===== config.mk =====
export PLATFORM = sky130hd
export DESIGN_NAME = gpor_axis
export DESIGN_NICKNAME = d
export VERILOG_FILES = /design/src/rtl/gpor_pkg.sv /design/src/rtl/gpor_axis.sv
export SDC_FILE = /design/constraint.sdc
export NUM_CORES = 2
export LEC_CHECK = 0
export BUFFER_PORTS_ARGS = -buffer_cell sky130_fd_sc_hd__buf_4
export CORE_ASPECT_RATIO = 0.75
export CORE_MARGIN = 5
export CORE_UTILIZATION = 45
export CTS_BUF_LIST = sky130_fd_sc_hd__clkbuf_4 sky130_fd_sc_hd__clkbuf_8 sky130_fd_sc_hd__clkbuf_16
export CTS_CLUSTER_DIAMETER = 150
export CTS_CLUSTER_SIZE = 8
export DETAILED_ROUTE_END_ITERATION = 7
export PLACE_DENSITY_LB_ADDON = 0.12
export SLEW_MARGIN = 20
export SYNTH_ARGS = -nofsm -noshare
export SYNTH_HDL_FRONTEND = slang
export SYNTH_SLANG_ARGS = --single-unit

===== constraint.sdc =====
create_clock -name clk -period 6.8 [get_ports clk]
set_clock_uncertainty 0.2 [all_clocks]
set_input_delay 0.68 -clock clk [delete_from_list [all_inputs] [get_ports clk]]
set_output_delay 0.68 -clock clk [all_outputs]
set_load 0.05 [all_outputs]

===== src/rtl/gpor_pkg.sv =====
// ---------------------------------------------------------------------------
// gpor_pkg: shared types and constants
// widths, stage counts and the per-axis parameter record for the owner block
// ---------------------------------------------------------------------------
package gpor_pkg;

    localparam int FRAC_BITS      = 24;
    localparam int MAX_PROCS_AXIS = 256;
    localparam int NUM_AXES       = 3;

    localparam int COORD_W  = 24;
    localparam int COARSE_W = 11;
    localparam int PROCS_W  = 9;
    localparam int REFINE_W = 4;
    localparam int NODE_W   = 8;
    localparam int RANK_W   = 24;

    // fine index and divisor width: 2047 * 15 fits in 15 bits
    localparam int IDX_W    = 15;
    localparam int RCP_W    = IDX_W + 1;
    localparam int PROD_W   = FRAC_BITS + IDX_W;

    localparam int CFG_IDX_W  = 3;
    localparam int CFG_DATA_W = 11;

    // pipeline layout: axis stages, then two rank stages, then the output register
    localparam int AXIS_STAGES = 7;
    localparam int NUM_STAGES  = AXIS_STAGES + 3;

    localparam logic [CFG_IDX_W-1:0] REG_COARSE_X = 3'd0;
    localparam logic [CFG_IDX_W-1:0] REG_COARSE_Y = 3'd1;
    localparam logic [CFG_IDX_W-1:0] REG_COARSE_Z = 3'd2;
    localparam logic [CFG_IDX_W-1:0] REG_PROCS_X  = 3'd3;
    localparam logic [CFG_IDX_W-1:0] REG_PROCS_Y  = 3'd4;
    localparam logic [CFG_IDX_W-1:0] REG_PROCS_Z  = 3'd5;
    localparam logic [CFG_IDX_W-1:0] REG_REFINE   = 3'd6;

    typedef struct packed {
        logic [IDX_W-1:0]  fine;
        logic [IDX_W-1:0]  split;
        logic [IDX_W-1:0]  narrow;
        logic [IDX_W-1:0]  wide;
        logic [RCP_W-1:0]  rcp_narrow;
        logic [RCP_W-1:0]  rcp_wide;
        logic [NODE_W-1:0] rem;
    } axis_par_t;

    typedef struct packed {
        logic                busy;
        logic                bad;
        logic [PROCS_W-1:0]  procs_y;
        logic [PROCS_W-1:0]  procs_z;
    } setup_stat_t;

endpackage


===== src/rtl/gpor_axis.sv =====
// ---------------------------------------------------------------------------
// gpor_axis: one axis of the owner pipeline
// snaps a coordinate to the fine grid and finds the owning block by reciprocal
// ---------------------------------------------------------------------------
module gpor_axis (
    input  logic                                clk,
    input  logic [gpor_pkg::AXIS_STAGES-1:0]    en,
    input  logic [gpor_pkg::COORD_W-1:0]        coord,
    input  gpor_pkg::axis_par_t                 par,
    output logic [gpor_pkg::NODE_W-1:0]         node
);

    localparam int IW = gpor_pkg::IDX_W;
    localparam int FB = gpor_pkg::FRAC_BITS;
    localparam logic [FB-1:0] HALF = FB'(1) << (FB - 1);

    logic [FB-1:0]                  coord_reg;
    logic [gpor_pkg::PROD_W-1:0]    prod_reg;
    logic [IW-1:0]                  idx_reg;
    logic [IW-1:0]                  t3_reg, d3_reg;
    logic [gpor_pkg::RCP_W-1:0]     rcp3_reg;
    logic [gpor_pkg::NODE_W-1:0]    base3_reg;
    logic [IW-1:0]                  t4_reg, d4_reg, qe4_reg;
    logic [gpor_pkg::NODE_W-1:0]    base4_reg;
    logic [IW-1:0]                  t5_reg, d5_reg, qe5_reg, qd5_reg;
    logic [gpor_pkg::NODE_W-1:0]    base5_reg;
    logic [gpor_pkg::NODE_W-1:0]    node_reg;

    logic [IW:0]                    snap_sum;
    logic [IW-1:0]                  idx_next;
    logic                           lt_split;
    logic [2*IW+1:0]                qe_prod;
    logic [2*IW-1:0]                qd_prod;
    logic [IW-1:0]                  left;
    logic [gpor_pkg::NODE_W-1:0]    node_next;

    always_comb
    begin
        // exact half rounds down
        snap_sum = {1'b0, prod_reg[gpor_pkg::PROD_W-1:FB]} +
                   (IW+1)'(prod_reg[FB-1:0] > HALF);
        idx_next = (snap_sum >= {1'b0, par.fine}) ? IW'(snap_sum - {1'b0, par.fine})
                                                  : snap_sum[IW-1:0];
        lt_split = idx_reg < par.split;
        qe_prod  = t3_reg * rcp3_reg;
        qd_prod  = qe4_reg * d4_reg;
        left     = t5_reg - qd5_reg;
        node_next = base5_reg + qe5_reg[gpor_pkg::NODE_W-1:0] +
                    gpor_pkg::NODE_W'(left >= d5_reg);
    end

    always_ff @(posedge clk)
    begin
        if (en[0])
        begin
            coord_reg <= coord[FB-1:0];
        end
        if (en[1])
        begin
            prod_reg <= coord_reg * par.fine;
        end
        if (en[2])
        begin
            idx_reg <= idx_next;
        end
        if (en[3])
        begin
            t3_reg    <= lt_split ? idx_reg : (idx_reg - par.split);
            d3_reg    <= lt_split ? par.wide : par.narrow;
            rcp3_reg  <= lt_split ? par.rcp_wide : par.rcp_narrow;
            base3_reg <= lt_split ? '0 : par.rem;
        end
        if (en[4])
        begin
            // estimate is the quotient or one below it
            qe4_reg   <= qe_prod[2*IW-1:IW];
            t4_reg    <= t3_reg;
            d4_reg    <= d3_reg;
            base4_reg <= base3_reg;
        end
        if (en[5])
        begin
            qd5_reg   <= qd_prod[IW-1:0];
            qe5_reg   <= qe4_reg;
            t5_reg    <= t4_reg;
            d5_reg    <= d4_reg;
            base5_reg <= base4_reg;
        end
        if (en[6])
        begin
            node_reg <= node_next;
        end
    end

    assign node = node_reg;

endmodule


==> Yosys cells after proc, flatten, opt, wreduce, memory -nomap -nowiden <==
Cells that the tools add are included.
{ "classes": {"addsub": 6, "mul": 3, "order_cmp": 4, "muxes": 4} }
{ "op_table": {"columns": ["operator", "count"], "rows": [
  ["15-bit two-way mux", 3],
  ["15-bit subtractor", 3],
  ["24-bit by 15-bit multiplier with 39-bit output", 1],
  ["15-bit by 16-bit multiplier with 30-bit output", 1],
  ["24-bit greater-than comparator, second input constant", 1],
  ["15-bit by 1-bit adder with 16-bit output", 1],
  ["16-bit by 15-bit >= comparator with 1-bit output", 1],
  ["16-bit two-way mux", 1],
  ["15-bit >= comparator", 1],
  ["15-bit less-than comparator", 1],
  ["15-bit by 15-bit multiplier with 15-bit output", 1],
  ["8-bit by 1-bit adder with 8-bit output", 1],
  ["8-bit adder", 1]
]} }
{ "word_totals": {"ff_bits": 254, "in_bits": 132, "word_cells": 34} }

==> Longest topological paths before layout <==
{ "logic_depth": {"ltp_word": 4, "depth_mapped": 25} }

==> Worst setup path after synthesis <==
No wires, ideal clock.
{ "synth_path": {"kind": "input-to-reg", "start": "input port par[88] in the netlist's numbering", "end": "register prod_reg[38] in the netlist's numbering, data pin", "setup_ps": 258, "arrival_time_ps": 6525, "setup_slack_ps": -182, "cell_stages": 22, "n_path_buf": 1, "path_cell_list": "clkbuf_1 -> nand2_1 -> fa_1 -> inv_1 -> fa_1 -> fa_1 -> inv_1 -> fa_1 -> inv_1 -> fa_1 -> inv_1 -> fa_1 -> inv_1 -> ha_1 -> and4_1 -> nand4_1 -> o311a_1 -> o31ai_4 -> a31oi_2 -> or4_4 -> a311o_1 -> xnor2_1"} }
{ "synth_via": {"elab_chain_len": 1} }
{ "synth_lines": {"columns": ["item", "line", "source"], "rows": [
  ["start, declared", "gpor_axis.sv:9", "input gpor_pkg::axis_par_t par,"],
  ["24-bit by 15-bit multiplier with 39-bit output", "gpor_axis.sv:60", "prod_reg <= coord_reg * par.fine;"],
  ["end signal, assigned", "gpor_axis.sv:60", null],
  ["end, declared", "gpor_axis.sv:18", "logic [gpor_pkg::PROD_W-1:0] prod_reg;"]
]} }
No other way between the ends.
A chain may end at the register's enable or synchronous reset.

==> Worst setup path after layout <==
{ "layout_path": {"start": "register coord_reg[5]", "end": "register prod_reg[38] in the netlist's numbering, data pin"} }
{ "layout_via": {"elab_chain_len": 1} }
{ "layout_lines": {"columns": ["item", "line", "source"], "rows": [
  ["start, declared", "gpor_axis.sv:17", "logic [FB-1:0] coord_reg;"],
  ["start signal, assigned", "gpor_axis.sv:56", "coord_reg <= coord[FB-1:0];"],
  ["24-bit by 15-bit multiplier with 39-bit output", "gpor_axis.sv:60", null]
]} }
No other way between the ends.

==> results.md <==
Critical path:
- The end of the worst register-to-register path is prod_reg[38].
- The library cell contributing the largest single delay on the critical path is or4_4.
- The critical path is of the flop to flop type.
- The endpoint type of the worst setup path is a flop.
- In this design, the stage delay of the slowest critical-path cell is 0.54 ns.
- The worst reg2reg path depth is 21.
- The biggest fanout along the worst timing path is 9.
- The buffering stage count on the worst path with inverters included is 5.
- For flop-to-flop paths, the worst setup slack is 0.06 ns.
- Among the stages of the critical path, the cell type that occurs most often is fa_1.
- The family with the most delay on the worst path is adder cells.
- STA classifies the critical path startpoint as a flop.
- For the worst setup path, the data required time is 6.92 ns.
- Walking the worst path, the cells encountered are buf_6, and2_4, fa_1, inv_1, fa_1, inv_1, fa_1, inv_1, fa_1, fa_2, inv_1, fa_1, ha_4, nand2_2, nor4_4, nor2_2, o31ai_4, a31oi_2, or4_4, a311o_1, xnor2_1.
- At the worst endpoint, the arrival time is 6.85 ns.
- The startpoint identified for the worst register-to-register timing path is coord_reg[5].

STA:
- Static timing analysis puts the maximum clock frequency at 148.4 MHz.
- The number of pins exceeding their max-slew limit in the final report is 0.
- Counting I/O delays and the setup requirement, the final critical path takes 6.737 ns.
- Setup repair after global routing could not meet its margin everywhere.
- Dividing the final minimum period by the clock period gives 0.9907.
- The hold violation count in the final report was 0.
- At the pin with the least slew margin, the transition time is 0.8922 ns.
- The worst max-slew margin expressed relative to the limit is 0.4052.
- Across all setup checks in the final design, the least slack found is 0.06315 ns.
- Setup violations remaining at the end of the flow were counted as 0.

Finish:
- The layout has 6632 filler cells.
- The register with the most flip-flops in the layout has 39 of them.
- In the layout the commonest cells are inv_1 (637), fa_1 (528), nand2_1 (430).
- The proportion of layout cells with a drive suffix above 1 is 0.1435.
- The net count of the finished layout is 4506.
- Compared with the post-synthesis result, the final layout area differs by 14.80%.
- 0 antenna diodes ended up in the layout.
- Leaving out fill and tap cells, the most frequent cell in the layout is inv_1.

Clock network:
- The count of clock tree sinks is 254.
- In this run the clock root is driven by a clkbuf_16.
- Hold repair after CTS inserted 0 buffers.
- The clock tree from TritonCTS is done.
- The H-tree was split into 2 levels.
- The clock transition time at the flip-flop clock pins of the worst setup and hold paths is 0.05 ns.
- Counting along the longest clock path gives a buffer depth of 3.
- The clock latency at the later pin of the worst-skew pair is 0.58 ns.
- In this run, CTS created clock tree buffers numbering 37.

Placed design:
- Detailed placement ended at an HPWL of 65960 microns.
- Before CTS, the worst setup slack after placement is -0.3952 ns.
- The count of buffers added on input and output ports is 139.
- The congestion estimate from routability-driven global placement came to 0.8716.

Synth:
- The number of nets in the synthesized netlist is 4215.
- The count of distinct cell types in the synthesized netlist is 61.
- The number of enable flip-flop cells after synthesis is 254.
- The number of standard cells after synthesis is 3248.
- The synthesized netlist occupies a cell area of 33080 sq um.
- The share of synthesized flip-flops with an asynchronous set or reset is 0.
- The post-synthesis sequential element count is 254.
- The sequential element share of the synthesized area is 0.2306.
- For this run, the leading register cell type out of synthesis is edfxtp_1.
- The number of warnings printed during yosys synthesis is 0.
- The synthesized area per cell is 10.18 sq um.

Job:
- The max capacitance violation total is 0.

GRT:
- The final global-route overflow total is 0.
- The wire length of the first global-routing pass is 134400 microns.
- For this run, the total global-route usage over all layers was measured as 0.2131.
- The maximum number of pins on one net before global-route repair is 62.
- The number of antenna violations at the first check in global routing is 4.
- The number of global-route vias before repair is 24820.

Drt:
- In the final routed layout, each cell accounts on average for 18.09 microns.
- After detailed routing, the number of remaining DRC violations is 0.
- The aggregate routed wire length is 81590 microns.
- The detailed-route via count is 23050.
- Once detail routing completed, the nets flagged for antenna violations numbered 0.
- The pre-antenna-repair detailed-routing pass consisted of 6 iterations.
- The first-iteration detailed-routing DRC count is 1323.
- The routed via count divided by cell count is 5.112.

Hold path:
- For hold timing, the worst endpoint is coord_reg[21].
- The worst hold path belongs to the class input port to flop.
- The hold path startpoint is coord[21].
- Counting instances, the worst hold path has a depth of 1.

Die:
- The starting utilization of the core area is 0.4521.
- The floorplan step defined a die boundary enclosing 79090 sq um.
- The row count is 86.
- For this design the top-level I/O count stands at 140.
- The die width is 323.1 microns.
- The die is 244.8 microns tall.
- The core region is 73170 sq um.

Run status:
- The run finished with clean final reports.
==> synth_stat cells, drive strengths merged, types with 32 or more instances <==
library cell | instances | share of area
and2 | 342 | 0.065
ha | 300 | 0.11
xnor2 | 109 | 0.029
nand2 | 432 | 0.049
clkbuf | 105 | 0.012
edfxtp | 254 | 0.23
xor2 | 32 | 0.0085
fa | 535 | 0.32
inv | 638 | 0.072
mux2 | 46 | 0.016
nor2 | 80 | 0.0092
a21oi | 87 | 0.013
o21ai | 39 | 0.0059
==> per-layer routing <==
layer,vias to the layer above,GRT usage,part of all wire
met5,-,0,0.00033
met4,4,0.03792,0.016
met3,100,0.03701,0.058
met2,555,0.3248,0.44
met1,11710,0.3249,0.49
li1,10680,-,-
==> how the worst max path moves through the flow <==
stage | from | end | slack (ns) | cells after the start
finish | coord_reg[5] | prod_reg[38] | 0.06 | 21
CTS | rcp3_reg[3] | qe4_reg[14] | -0.03 | 20
global placement | par[88] | prod_reg[38] | -0.30 | 22
global route | coord_reg[12] | prod_reg[38] | -0.19 | 19
floorplan | par[88] | prod_reg[38] | -0.01 | 22
detailed placement | par[85] | prod_reg[35] | -0.40 | 23
==> cell families (layout without fill, tap and decap cells) <==
| logic type | count (synthesis) | after routing | share of synthesized area |
|---|---|---|---|
| compound gates | 246 | 246 | 0.04807 |
| buf+inv | 747 | 1040 | 0.08488 |
| xor+xnor | 141 | 141 | 0.03733 |
| mux | 48 | 48 | 0.01626 |
| flops | 254 | 254 | 0.2306 |
| simple gates | 977 | 977 | 0.1456 |
| fa+ha+maj | 835 | 835 | 0.4372 |
==> cell type report <==
class	count	area, sq um	share of cell area
clock inverter	4	70.07	0.001845
multi-input combinational	2247	22930	0.6039
inverter	638	2395	0.06306
sequential	254	7627	0.2009
clock buffer	37	925.9	0.02438
timing repair buffer	361	2813	0.07407
tap	968	1211	0.03189
==> per-stage QoR <==
step / instance area, sq um / util / hold slack (ns) / setup TNS (ns) / cells
finish: 37980 / 0.5190 / 0.09766 / 0 / 4509
global route: 37980 / 0.5190 / 0.05931 / -0.2824 / 4509
CTS: 37710 / 0.5154 / 0.05552 / -0.03916 / 4492
detailed placement: 36390 / 0.4973 / 0.2045 / -2.214 / 4433
global placement: 36390 / 0.4973 / 0.2034 / -1.306 / 4433
floorplan: 33130 / - / 0.2003 / -0.01301 / 3248
==> timing repair <==
action,in CTS,in global routing
pin swaps,30,32
gates resized for setup,30,32
setup endpoints to repair,8,14
buffers inserted,18,18
Power is left out: the tool's default activity adds up to more than one toggle a clock period on the data nets, which glitch-free logic cannot reach.
