--- config.mk ---
export PLATFORM = sky130hd
export DESIGN_NAME = gpor_setup
export DESIGN_NICKNAME = d
export VERILOG_FILES = /design/src/rtl/gpor_pkg.sv /design/src/rtl/gpor_setup.sv
export SDC_FILE = /design/constraint.sdc
export NUM_CORES = 1
export LEC_CHECK = 0
export ABC_AREA = 1
export CORE_MARGIN = 2
export CORE_UTILIZATION = 40
export CTS_CLUSTER_SIZE = 20
export DETAILED_ROUTE_END_ITERATION = 16
export DONT_BUFFER_PORTS = 1
export HOLD_SLACK_MARGIN = 0.1
export SETUP_SLACK_MARGIN = 0.5
export SYNTH_ARGS = -nofsm -noshare
export SYNTH_HDL_FRONTEND = slang
export SYNTH_SLANG_ARGS = --single-unit
--- constraint.sdc ---
create_clock -name clk -period 7.4 [get_ports clk]
set_clock_uncertainty 0.05 [all_clocks]
set_input_delay 1.11 -clock clk [delete_from_list [all_inputs] [get_ports clk]]
set_output_delay 1.11 -clock clk [all_outputs]
set_load 0.1 [all_outputs]
--- src/rtl/gpor_pkg.sv ---
// ---------------------------------------------------------------------------
// gpor_pkg: shared types and constants
// widths, stage counts and the per-axis parameter record for the owner block
// ---------------------------------------------------------------------------
package gpor_pkg;

    localparam int FRAC_BITS      = 24;
    localparam int MAX_PROCS_AXIS = 256;
    localparam int NUM_AXES       = 3;

    localparam int COORD_W  = 24;
    localparam int COARSE_W = 11;
    localparam int PROCS_W  = 9;
    localparam int REFINE_W = 4;
    localparam int NODE_W   = 8;
    localparam int RANK_W   = 24;

    // fine index and divisor width: 2047 * 15 fits in 15 bits
    localparam int IDX_W    = 15;
    localparam int RCP_W    = IDX_W + 1;
    localparam int PROD_W   = FRAC_BITS + IDX_W;

    localparam int CFG_IDX_W  = 3;
    localparam int CFG_DATA_W = 11;

    // pipeline layout: axis stages, then two rank stages, then the output register
    localparam int AXIS_STAGES = 7;
    localparam int NUM_STAGES  = AXIS_STAGES + 3;

    localparam logic [CFG_IDX_W-1:0] REG_COARSE_X = 3'd0;
    localparam logic [CFG_IDX_W-1:0] REG_COARSE_Y = 3'd1;
    localparam logic [CFG_IDX_W-1:0] REG_COARSE_Z = 3'd2;
    localparam logic [CFG_IDX_W-1:0] REG_PROCS_X  = 3'd3;
    localparam logic [CFG_IDX_W-1:0] REG_PROCS_Y  = 3'd4;
    localparam logic [CFG_IDX_W-1:0] REG_PROCS_Z  = 3'd5;
    localparam logic [CFG_IDX_W-1:0] REG_REFINE   = 3'd6;

    typedef struct packed {
        logic [IDX_W-1:0]  fine;
        logic [IDX_W-1:0]  split;
        logic [IDX_W-1:0]  narrow;
        logic [IDX_W-1:0]  wide;
        logic [RCP_W-1:0]  rcp_narrow;
        logic [RCP_W-1:0]  rcp_wide;
        logic [NODE_W-1:0] rem;
    } axis_par_t;

    typedef struct packed {
        logic                busy;
        logic                bad;
        logic [PROCS_W-1:0]  procs_y;
        logic [PROCS_W-1:0]  procs_z;
    } setup_stat_t;

endpackage

--- src/rtl/gpor_setup.sv ---
// ---------------------------------------------------------------------------
// gpor_setup: configuration registers and derived axis parameters
// a shared restoring divider works out block widths and reciprocals
// ---------------------------------------------------------------------------
module gpor_setup (
    input  logic                                   clk,
    input  logic                                   rst_n,
    input  logic                                   wr_en,
    input  logic [gpor_pkg::CFG_IDX_W-1:0]         wr_index,
    input  logic [gpor_pkg::CFG_DATA_W-1:0]        wr_data,
    output gpor_pkg::axis_par_t [gpor_pkg::NUM_AXES-1:0] par,
    output gpor_pkg::setup_stat_t                  stat
);

    typedef enum logic [3:0] {
        ST_IDLE  = 4'b0001,
        ST_LOAD  = 4'b0010,
        ST_DIV   = 4'b0100,
        ST_STORE = 4'b1000
    } seq_state_t;

    localparam logic [1:0] OP_SIZE   = 2'd0;
    localparam logic [1:0] OP_RCP_N  = 2'd1;
    localparam logic [1:0] OP_RCP_W  = 2'd2;

    localparam int DIV_W = gpor_pkg::RCP_W;
    localparam logic [DIV_W-1:0] RCP_NUM = DIV_W'(1) << gpor_pkg::IDX_W;

    logic [gpor_pkg::COARSE_W-1:0] coarse_reg [gpor_pkg::NUM_AXES];
    logic [gpor_pkg::PROCS_W-1:0]  procs_reg  [gpor_pkg::NUM_AXES];
    logic [gpor_pkg::REFINE_W-1:0] refine_reg;

    gpor_pkg::axis_par_t [gpor_pkg::NUM_AXES-1:0] par_reg;

    seq_state_t        state_reg;
    logic [1:0]        axis_reg;
    logic [1:0]        op_reg;
    logic [3:0]        bit_reg;
    logic [DIV_W-1:0]  num_reg;
    logic [DIV_W-1:0]  rem_reg;
    logic [gpor_pkg::IDX_W-1:0] den_reg;

    logic [DIV_W-1:0]  rem_shift;
    logic              fits;
    logic [DIV_W-1:0]  rem_next;
    logic [DIV_W-1:0]  num_next;
    logic              bad_next;
    logic [gpor_pkg::IDX_W-1:0] narrow_calc;
    logic [gpor_pkg::IDX_W-1:0] wide_calc;
    logic [gpor_pkg::IDX_W-1:0] fine_calc;
    logic [23:0]       split_calc;
    logic [gpor_pkg::NODE_W-1:0] rem_calc;

    always_comb
    begin
        rem_shift = {rem_reg[DIV_W-2:0], num_reg[DIV_W-1]};
        fits      = rem_shift >= {1'b0, den_reg};
        rem_next  = fits ? (rem_shift - {1'b0, den_reg}) : rem_shift;
        num_next  = {num_reg[DIV_W-2:0], fits};
    end

    always_comb
    begin
        narrow_calc = gpor_pkg::IDX_W'(num_reg[gpor_pkg::COARSE_W-1:0] * refine_reg);
        rem_calc    = rem_reg[gpor_pkg::NODE_W-1:0];
        wide_calc   = narrow_calc + ((rem_reg != '0) ? gpor_pkg::IDX_W'(refine_reg)
                                                     : gpor_pkg::IDX_W'(0));
        fine_calc   = gpor_pkg::IDX_W'(coarse_reg[axis_reg] * refine_reg);
        split_calc  = 24'(par_reg[axis_reg].rem * par_reg[axis_reg].wide);
    end

    always_comb
    begin
        bad_next = (refine_reg == '0);
        for (int a = 0; a < gpor_pkg::NUM_AXES; a++)
        begin
            if (procs_reg[a] == '0 || {2'b00, procs_reg[a]} > coarse_reg[a] ||
                procs_reg[a] > gpor_pkg::PROCS_W'(gpor_pkg::MAX_PROCS_AXIS))
            begin
                bad_next = 1'b1;
            end
        end
    end

    always_ff @(posedge clk or negedge rst_n)
    begin
        if (!rst_n)
        begin
            for (int a = 0; a < gpor_pkg::NUM_AXES; a++)
            begin
                coarse_reg[a] <= gpor_pkg::COARSE_W'(64);
                procs_reg[a]  <= gpor_pkg::PROCS_W'(1);
            end
            refine_reg <= gpor_pkg::REFINE_W'(1);
            state_reg  <= ST_LOAD;
            axis_reg   <= '0;
            op_reg     <= OP_SIZE;
            bit_reg    <= '0;
        end
        else if (wr_en)
        begin
            case (wr_index)
                gpor_pkg::REG_COARSE_X: coarse_reg[0] <= wr_data;
                gpor_pkg::REG_COARSE_Y: coarse_reg[1] <= wr_data;
                gpor_pkg::REG_COARSE_Z: coarse_reg[2] <= wr_data;
                gpor_pkg::REG_PROCS_X:  procs_reg[0]  <= wr_data[gpor_pkg::PROCS_W-1:0];
                gpor_pkg::REG_PROCS_Y:  procs_reg[1]  <= wr_data[gpor_pkg::PROCS_W-1:0];
                gpor_pkg::REG_PROCS_Z:  procs_reg[2]  <= wr_data[gpor_pkg::PROCS_W-1:0];
                gpor_pkg::REG_REFINE:   refine_reg    <= wr_data[gpor_pkg::REFINE_W-1:0];
                default: ;
            endcase
            // any write restarts the derivation from the first axis
            state_reg <= ST_LOAD;
            axis_reg  <= '0;
            op_reg    <= OP_SIZE;
            bit_reg   <= '0;
        end
        else
        begin
            case (state_reg)
                ST_LOAD:
                begin
                    bit_reg   <= '0;
                    state_reg <= ST_DIV;
                end
                ST_DIV:
                begin
                    bit_reg <= bit_reg + 4'd1;
                    if (bit_reg == 4'(DIV_W - 1))
                    begin
                        state_reg <= ST_STORE;
                    end
                end
                ST_STORE:
                begin
                    if (op_reg == OP_RCP_W)
                    begin
                        op_reg <= OP_SIZE;
                        if (axis_reg == 2'(gpor_pkg::NUM_AXES - 1))
                        begin
                            state_reg <= ST_IDLE;
                        end
                        else
                        begin
                            axis_reg  <= axis_reg + 2'd1;
                            state_reg <= ST_LOAD;
                        end
                    end
                    else
                    begin
                        op_reg    <= op_reg + 2'd1;
                        state_reg <= ST_LOAD;
                    end
                end
                ST_IDLE: ;
                default: state_reg <= ST_IDLE;
            endcase
        end
    end

    // divider datapath and derived results
    always_ff @(posedge clk)
    begin
        case (state_reg)
            ST_LOAD:
            begin
                rem_reg <= '0;
                case (op_reg)
                    OP_SIZE:
                    begin
                        num_reg <= DIV_W'(coarse_reg[axis_reg]);
                        den_reg <= gpor_pkg::IDX_W'(procs_reg[axis_reg]);
                    end
                    OP_RCP_N:
                    begin
                        num_reg <= RCP_NUM;
                        den_reg <= par_reg[axis_reg].narrow;
                        par_reg[axis_reg].split <= split_calc[gpor_pkg::IDX_W-1:0];
                    end
                    default:
                    begin
                        num_reg <= RCP_NUM;
                        den_reg <= par_reg[axis_reg].wide;
                    end
                endcase
            end
            ST_DIV:
            begin
                rem_reg <= rem_next;
                num_reg <= num_next;
            end
            ST_STORE:
            begin
                case (op_reg)
                    OP_SIZE:
                    begin
                        par_reg[axis_reg].narrow <= narrow_calc;
                        par_reg[axis_reg].wide   <= wide_calc;
                        par_reg[axis_reg].rem    <= rem_calc;
                        par_reg[axis_reg].fine   <= fine_calc;
                    end
                    OP_RCP_N: par_reg[axis_reg].rcp_narrow <= num_reg;
                    default:  par_reg[axis_reg].rcp_wide   <= num_reg;
                endcase
            end
            default: ;
        endcase
    end

    assign par          = par_reg;
    assign stat.busy    = (state_reg != ST_IDLE);
    assign stat.bad     = bad_next;
    assign stat.procs_y = procs_reg[1];
    assign stat.procs_z = procs_reg[2];

endmodule

=== Word level (Yosys, flattened, before mapping) ===
Index checks and enable logic that the tools add are counted.

* Flip-flop bits (word level): 423
* Bits in latches: 0
* Bits in writable memories: 0
* Memory bits (read-only): 0
* Output and inout port bits: 320
* Memories: 0

* $add $sub $neg: 5
* $mul: 3
* Div/mod/pow operators: 0
* $lt $le $gt $ge: 10
* Eq/ne operators: 19
* Shift-type cells: 0
* Muxes and demuxes: 55
* Bitwise operators: 1
* Reduce and logical (&&, ||, !) cells: 29

{| class="wikitable"
|+ Operator list
! operator !! number
|-
| 300-bit bitwise mux || 7
|-
| 100-bit demux with 2-bit select || 7
|-
| 300-bit one-hot mux with 2 select lines || 2
|-
| 300-bit 2-to-1 mux || 1
|-
| 100-bit binary-select mux with 2-bit select || 1
|-
| 70-bit 2-to-1 mux || 2
|-
| 100-bit 2-to-1 mux || 1
|-
| 85-bit 2-to-1 mux || 1
|-
| 16-bit one-hot mux with 2 select lines || 2
|-
| 55-bit 2-to-1 mux || 1
|-
| 40-bit 2-to-1 mux || 1
|-
| 9-bit by 11-bit greater-than comparator with 1-bit output || 3
|-
| 16-bit 2-to-1 mux || 2
|-
| 11-bit by 4-bit multiplier with 15-bit output || 2
|-
| 15-bit one-hot mux with 2 select lines || 1
|-
| 9-bit greater-than comparator (second input constant) || 3
|-
| 9-bit zero test || 3
|-
| 24-bit 2-to-1 mux || 1
|-
| 11-bit binary-select mux with 2-bit select || 1
|-
| 11-bit 2-to-1 mux || 2
|-
| 4-bit 2-to-1 mux || 5
|-
| 9-bit binary-select mux with 2-bit select || 1
|-
| 9-bit 2-to-1 mux || 2
|-
| 2-bit AND reduction || 9
|-
| 36 further kinds || 61
|}

=== Depth between registers and ports, before layout ===
* Word-level depth: 10
* Gate-level depth with buffers: 30

=== Least setup slack after synthesis ===
OpenSTA, ideal clock, no wires.

* Kind: reg-to-reg
* Start: register state_reg[0]
* End: register par_reg (netlist bit par[0]), enable pin
* Library setup time: 0.651 ns
* Arrival time: 6.950 ns
* Setup slack: -0.250 ns
* Stages on the path, launching flop included: 6
* Cell sequence: dfrtp_1 -> nor2_1 -> nand3_1 -> nor2_1 -> clkbuf_1 -> buf_1

* Longest elaborated chain between the ends: 3

{| class="wikitable"
|+ Ends and longest elaborated chain
! what !! line !! source
|-
| from (decl) || gpor_setup.sv:35 || <nowiki>seq_state_t state_reg;</nowiki>
|-
| from (signal assigned) || gpor_setup.sv:95 || <nowiki>state_reg <= ST_LOAD;</nowiki>
|-
| from (signal assigned) || gpor_setup.sv:113 || <nowiki>state_reg <= ST_LOAD;</nowiki>
|-
| from (signal assigned) || gpor_setup.sv:124 || <nowiki>state_reg <= ST_DIV;</nowiki>
|-
| 4-bit by 2-bit == test with 1-bit output or 4-bit == test (tied branches) || gpor_setup.sv:164 || <nowiki>case (state_reg)</nowiki>
|-
| 2-bit != test (no source line) or 2-bit nonzero test (tied branches) || n/a ||
|-
| 2-bit AND reduction (no source line) * || n/a ||
|-
| to (decl) || gpor_setup.sv:33 || <nowiki>gpor_pkg::axis_par_t [gpor_pkg::NUM_AXES-1:0] par_reg;</nowiki>
|}

Every way passes the cells marked *; elsewhere a longest branch is shown, timed or not.
A chain may end at the register's enable or synchronous reset.

=== Worst setup path after layout ===
* Start: register par_reg (netlist bit par[144])
* End: register par_reg (netlist bit par[84]), data pin

* Longest elaborated chain between the ends: 6

{| class="wikitable"
|+ Ends and longest elaborated chain
! what !! line !! source
|-
| 100-bit binary-select mux with 2-bit select || gpor_setup.sv:69 || <nowiki>split_calc = 24'(par_reg[axis_reg].rem * par_reg[axis_reg].wide);</nowiki>
|-
| 70-bit 2-to-1 mux (implied by the code) || gpor_setup.sv:69 ||
|-
| 8-bit by 15-bit multiplier with 15-bit output || gpor_setup.sv:69 ||
|-
| 300-bit bitwise mux || gpor_setup.sv:178 || <nowiki>par_reg[axis_reg].split <= split_calc[gpor_pkg::IDX_W-1:0];</nowiki>
|-
| 300-bit 2-to-1 mux || gpor_setup.sv:168 || <nowiki>case (op_reg)</nowiki>
|-
| 300-bit one-hot mux with 2 select lines || gpor_setup.sv:164 ||
|}

No other way between the ends. The select of a mux whose other input is x is not followed.

==> impl_metrics.env <==
export IMPL_status="complete, no violations"
export IMPL_setup_viol=0
export IMPL_cts_setup_buffers=0
export IMPL_finalMaxSlewViolations=0
export IMPL_cellPowerDensity_nw_per_um2=235
export IMPL_postRouteAntennaNets=0
export IMPL_hold_violations=0
export IMPL_grt_use_total=0.266
export IMPL_period_needed_ns=6.25
export IMPL_setup_ws_ns=1.15
export IMPL_seq_area_um2=12300
export IMPL_numClockSinks=423
export IMPL_fmax_ghz=0.160
export IMPL_tightestPinTransition_ns=1.11
export IMPL_num_nets_final=3480
export IMPL_p_leak_uw=0.0129
export IMPL_synth_top_area_frac=0.374
export IMPL_clockBufferDepth=3
export IMPL_ys_warn_count=0
export IMPL_firstDrtPassIters=5
export IMPL_maxCapViolations=0
export IMPL_grt_pass1_vias=22100
export IMPL_synth_main_ff_cell="edfxtp_1"
export IMPL_rsz0062_at_grt="no"
export IMPL_area_growth_pct=8.60
export IMPL_worstSetupEndpointType="flip-flop"
export IMPL_slew_headroom=0.259
export IMPL_die_h_um=268
export IMPL_synth_edff_count=347
export IMPL_viasPerCell=5.50
export IMPL_reg2reg_to="par[84]"
export IMPL_clock_latency_ns=0.64
export IMPL_wl_per_cell_um=22.9
export IMPL_synthArstFlopShare=0.180
export IMPL_placedInstanceArea_um2=28600
export IMPL_cts_hold_buf=1
export IMPL_dp_hpwl_um=67900
export IMPL_cts_root_buf="clkbuf_16"
export IMPL_cts_resized=0
export IMPL_diodes=0
export IMPL_r2r_slack_ns=1.15
export IMPL_fin_crit_sh=0.844
export IMPL_critPathLaunch="par[144]"
export IMPL_drt_iter0_drc=2339
export IMPL_postSynthCellCount=3343
export IMPL_cts_buffers=50
export IMPL_yosysMostFrequentCell="nand2_1"
export IMPL_tns_ns=0
export IMPL_num_fill_cells=6782
export IMPL_holdWs_ns=0.141
export IMPL_gp_congestion=0.918
export IMPL_fin_area_um2=30300
export IMPL_placed_cells=4138
export IMPL_syn_nets=3563
export IMPL_initial_core_util=0.405
export IMPL_core_um2=68800
export IMPL_worstPathArrival_ns=6.54
export IMPL_instances_no_fill=4231
export IMPL_required_ns=7.69
export IMPL_grt_overflow=0
export IMPL_fp_dieW_um=268
export IMPL_critPathLaunchType="flip-flop"
export IMPL_synth_seq_area_share=0.442
export IMPL_synth_top_cells_by_count="nand2_1, inv_1, edfxtp_1"
export IMPL_drc=0
export IMPL_placementRows=96
export IMPL_critPathMaxFanout=8
export IMPL_critPathKind="flip-flop to flip-flop"
export IMPL_layout_drive_gt1_share=0.0655
export IMPL_ys_types=61
export IMPL_ys_top_cells_by_area="edfxtp_1, nand2_1, fa_1"
export IMPL_grt_max_degree=183
export IMPL_min_path_type="primary input to asynchronous set/reset pin"
export IMPL_largest_reg_flops=300
export IMPL_synth_seq_cells=423
export IMPL_ios=337
export IMPL_routed_wl_um=96900
export IMPL_syn_area_per_cell_um2=8.34
export IMPL_vdd_drop_max_mv=0.176
export IMPL_cts_tree="done"
export IMPL_timing_rr_start="par[144]"
export IMPL_r2r_cells=22
export IMPL_h_tree_depth=2
export IMPL_multi_input_area_um2=12900
export IMPL_vias=23300
export IMPL_port_buffers=0
export IMPL_place_ws_ns=1.32
export IMPL_clk_pin_slew_ns=0.06
export IMPL_antenna_found_initial=2
export IMPL_yosysTopAreaCell="edfxtp_1"
export IMPL_syn_area_um2=27900
export IMPL_grt_pass1_wl_um=144000
export IMPL_dieArea_um2=71800
export IMPL_crit_end="par[84]"
where the power goes:
group	leakage (uW)	switching (uW)	internal (uW)
Clock	0.000794	1070	1500
Combinational	0.00741	1100	483
Sequential	0.00474	294	2660
Total	0.0129	2460	4640
layout by cell type (no fill, tap or decap), types with 11 or more instances in the layout:
cell	netlist	routed
or2_2	22	22
edfxtp_1	347	347
xnor2_1	11	11
clkbuf_16	0	51
nor3_1	15	15
a21oi_1	280	278
clkbuf_1	100	13
dfrtp_1	68	67
inv_1	453	452
a22oi_1	31	31
nor2_1	153	145
o211ai_1	13	13
buf_4	22	52
nand4_1	22	22
ha_1	111	111
o21ai_0	311	311
clkinv_1	7	12
fa_1	92	92
nand3_1	120	119
xor2_1	24	24
nand2_2	13	13
nand2_1	928	928
stage by stage:
stage,utilization,power (uW)
floorplan,-,4040
global placement,0.415,4550
detailed placement,0.415,4550
CTS,0.440,7130
global route,0.440,7410
finish,0.440,7110
layout make-up:
cell class | count | share of cell area
timing repair buffer | 54 | 0.0139
clock buffer | 70 | 0.0465
sequential | 423 | 0.407
multi-input combinational | 2261 | 0.426
inverter | 470 | 0.0584
tap | 931 | 0.0385
clock inverter | 22 | 0.00880
routing by layer:
layer | routed length [um] | global-route usage | vias to the layer above | part of all wire
met5 | 13 | 0 | - | 0.00013
met4 | 2640 | 0.0705 | 2 | 0.027
met3 | 9930 | 0.0742 | 149 | 0.10
met2 | 44100 | 0.424 | 992 | 0.46
met1 | 40200 | 0.357 | 11300 | 0.41
li1 | - | - | 10800 | -
how the worst min path moves through the flow:
stage	start	end	slack, ns
after floorplan	coarse_reg[1]	coarse_reg[1]	0.40
after CTS	rst_n	stat[14]	0.12
after detailed placement	coarse_reg[7]	coarse_reg[7]	0.42
after global routing	rst_n	stat[14]	0.12
after global placement	coarse_reg[30]	coarse_reg[30]	0.42
final	rst_n	stat[14]	0.14
logic make-up after synthesis:
kind of cell	count (synthesis)	synth area share
compound gates	714	0.140
xor+xnor	36	0.0116
fa+ha+maj	203	0.116
buf+inv	659	0.0973
flops	423	0.442
mux	1	0.000359
simple gates	1307	0.193
critical path, stage by stage (launching register included):
cell and delay (ns):
edfxtp_1 0.83, or2_2 0.48, a32oi_1 0.47, inv_1 0.32, nand2_1 0.14, inv_1 0.07
fa_1 0.50, inv_1 0.05, fa_1 0.53, inv_1 0.05, fa_1 0.49, fa_1 0.41
ha_1 0.34, nand2_1 0.08, nand2_1 0.05, a21boi_0 0.30, inv_1 0.08, nand2_1 0.06
o211ai_1 0.07, a31oi_1 0.24, nand3_1 0.16, nand3_1 0.12, nand2_1 0.05
(Power assumes the default switching activity.)
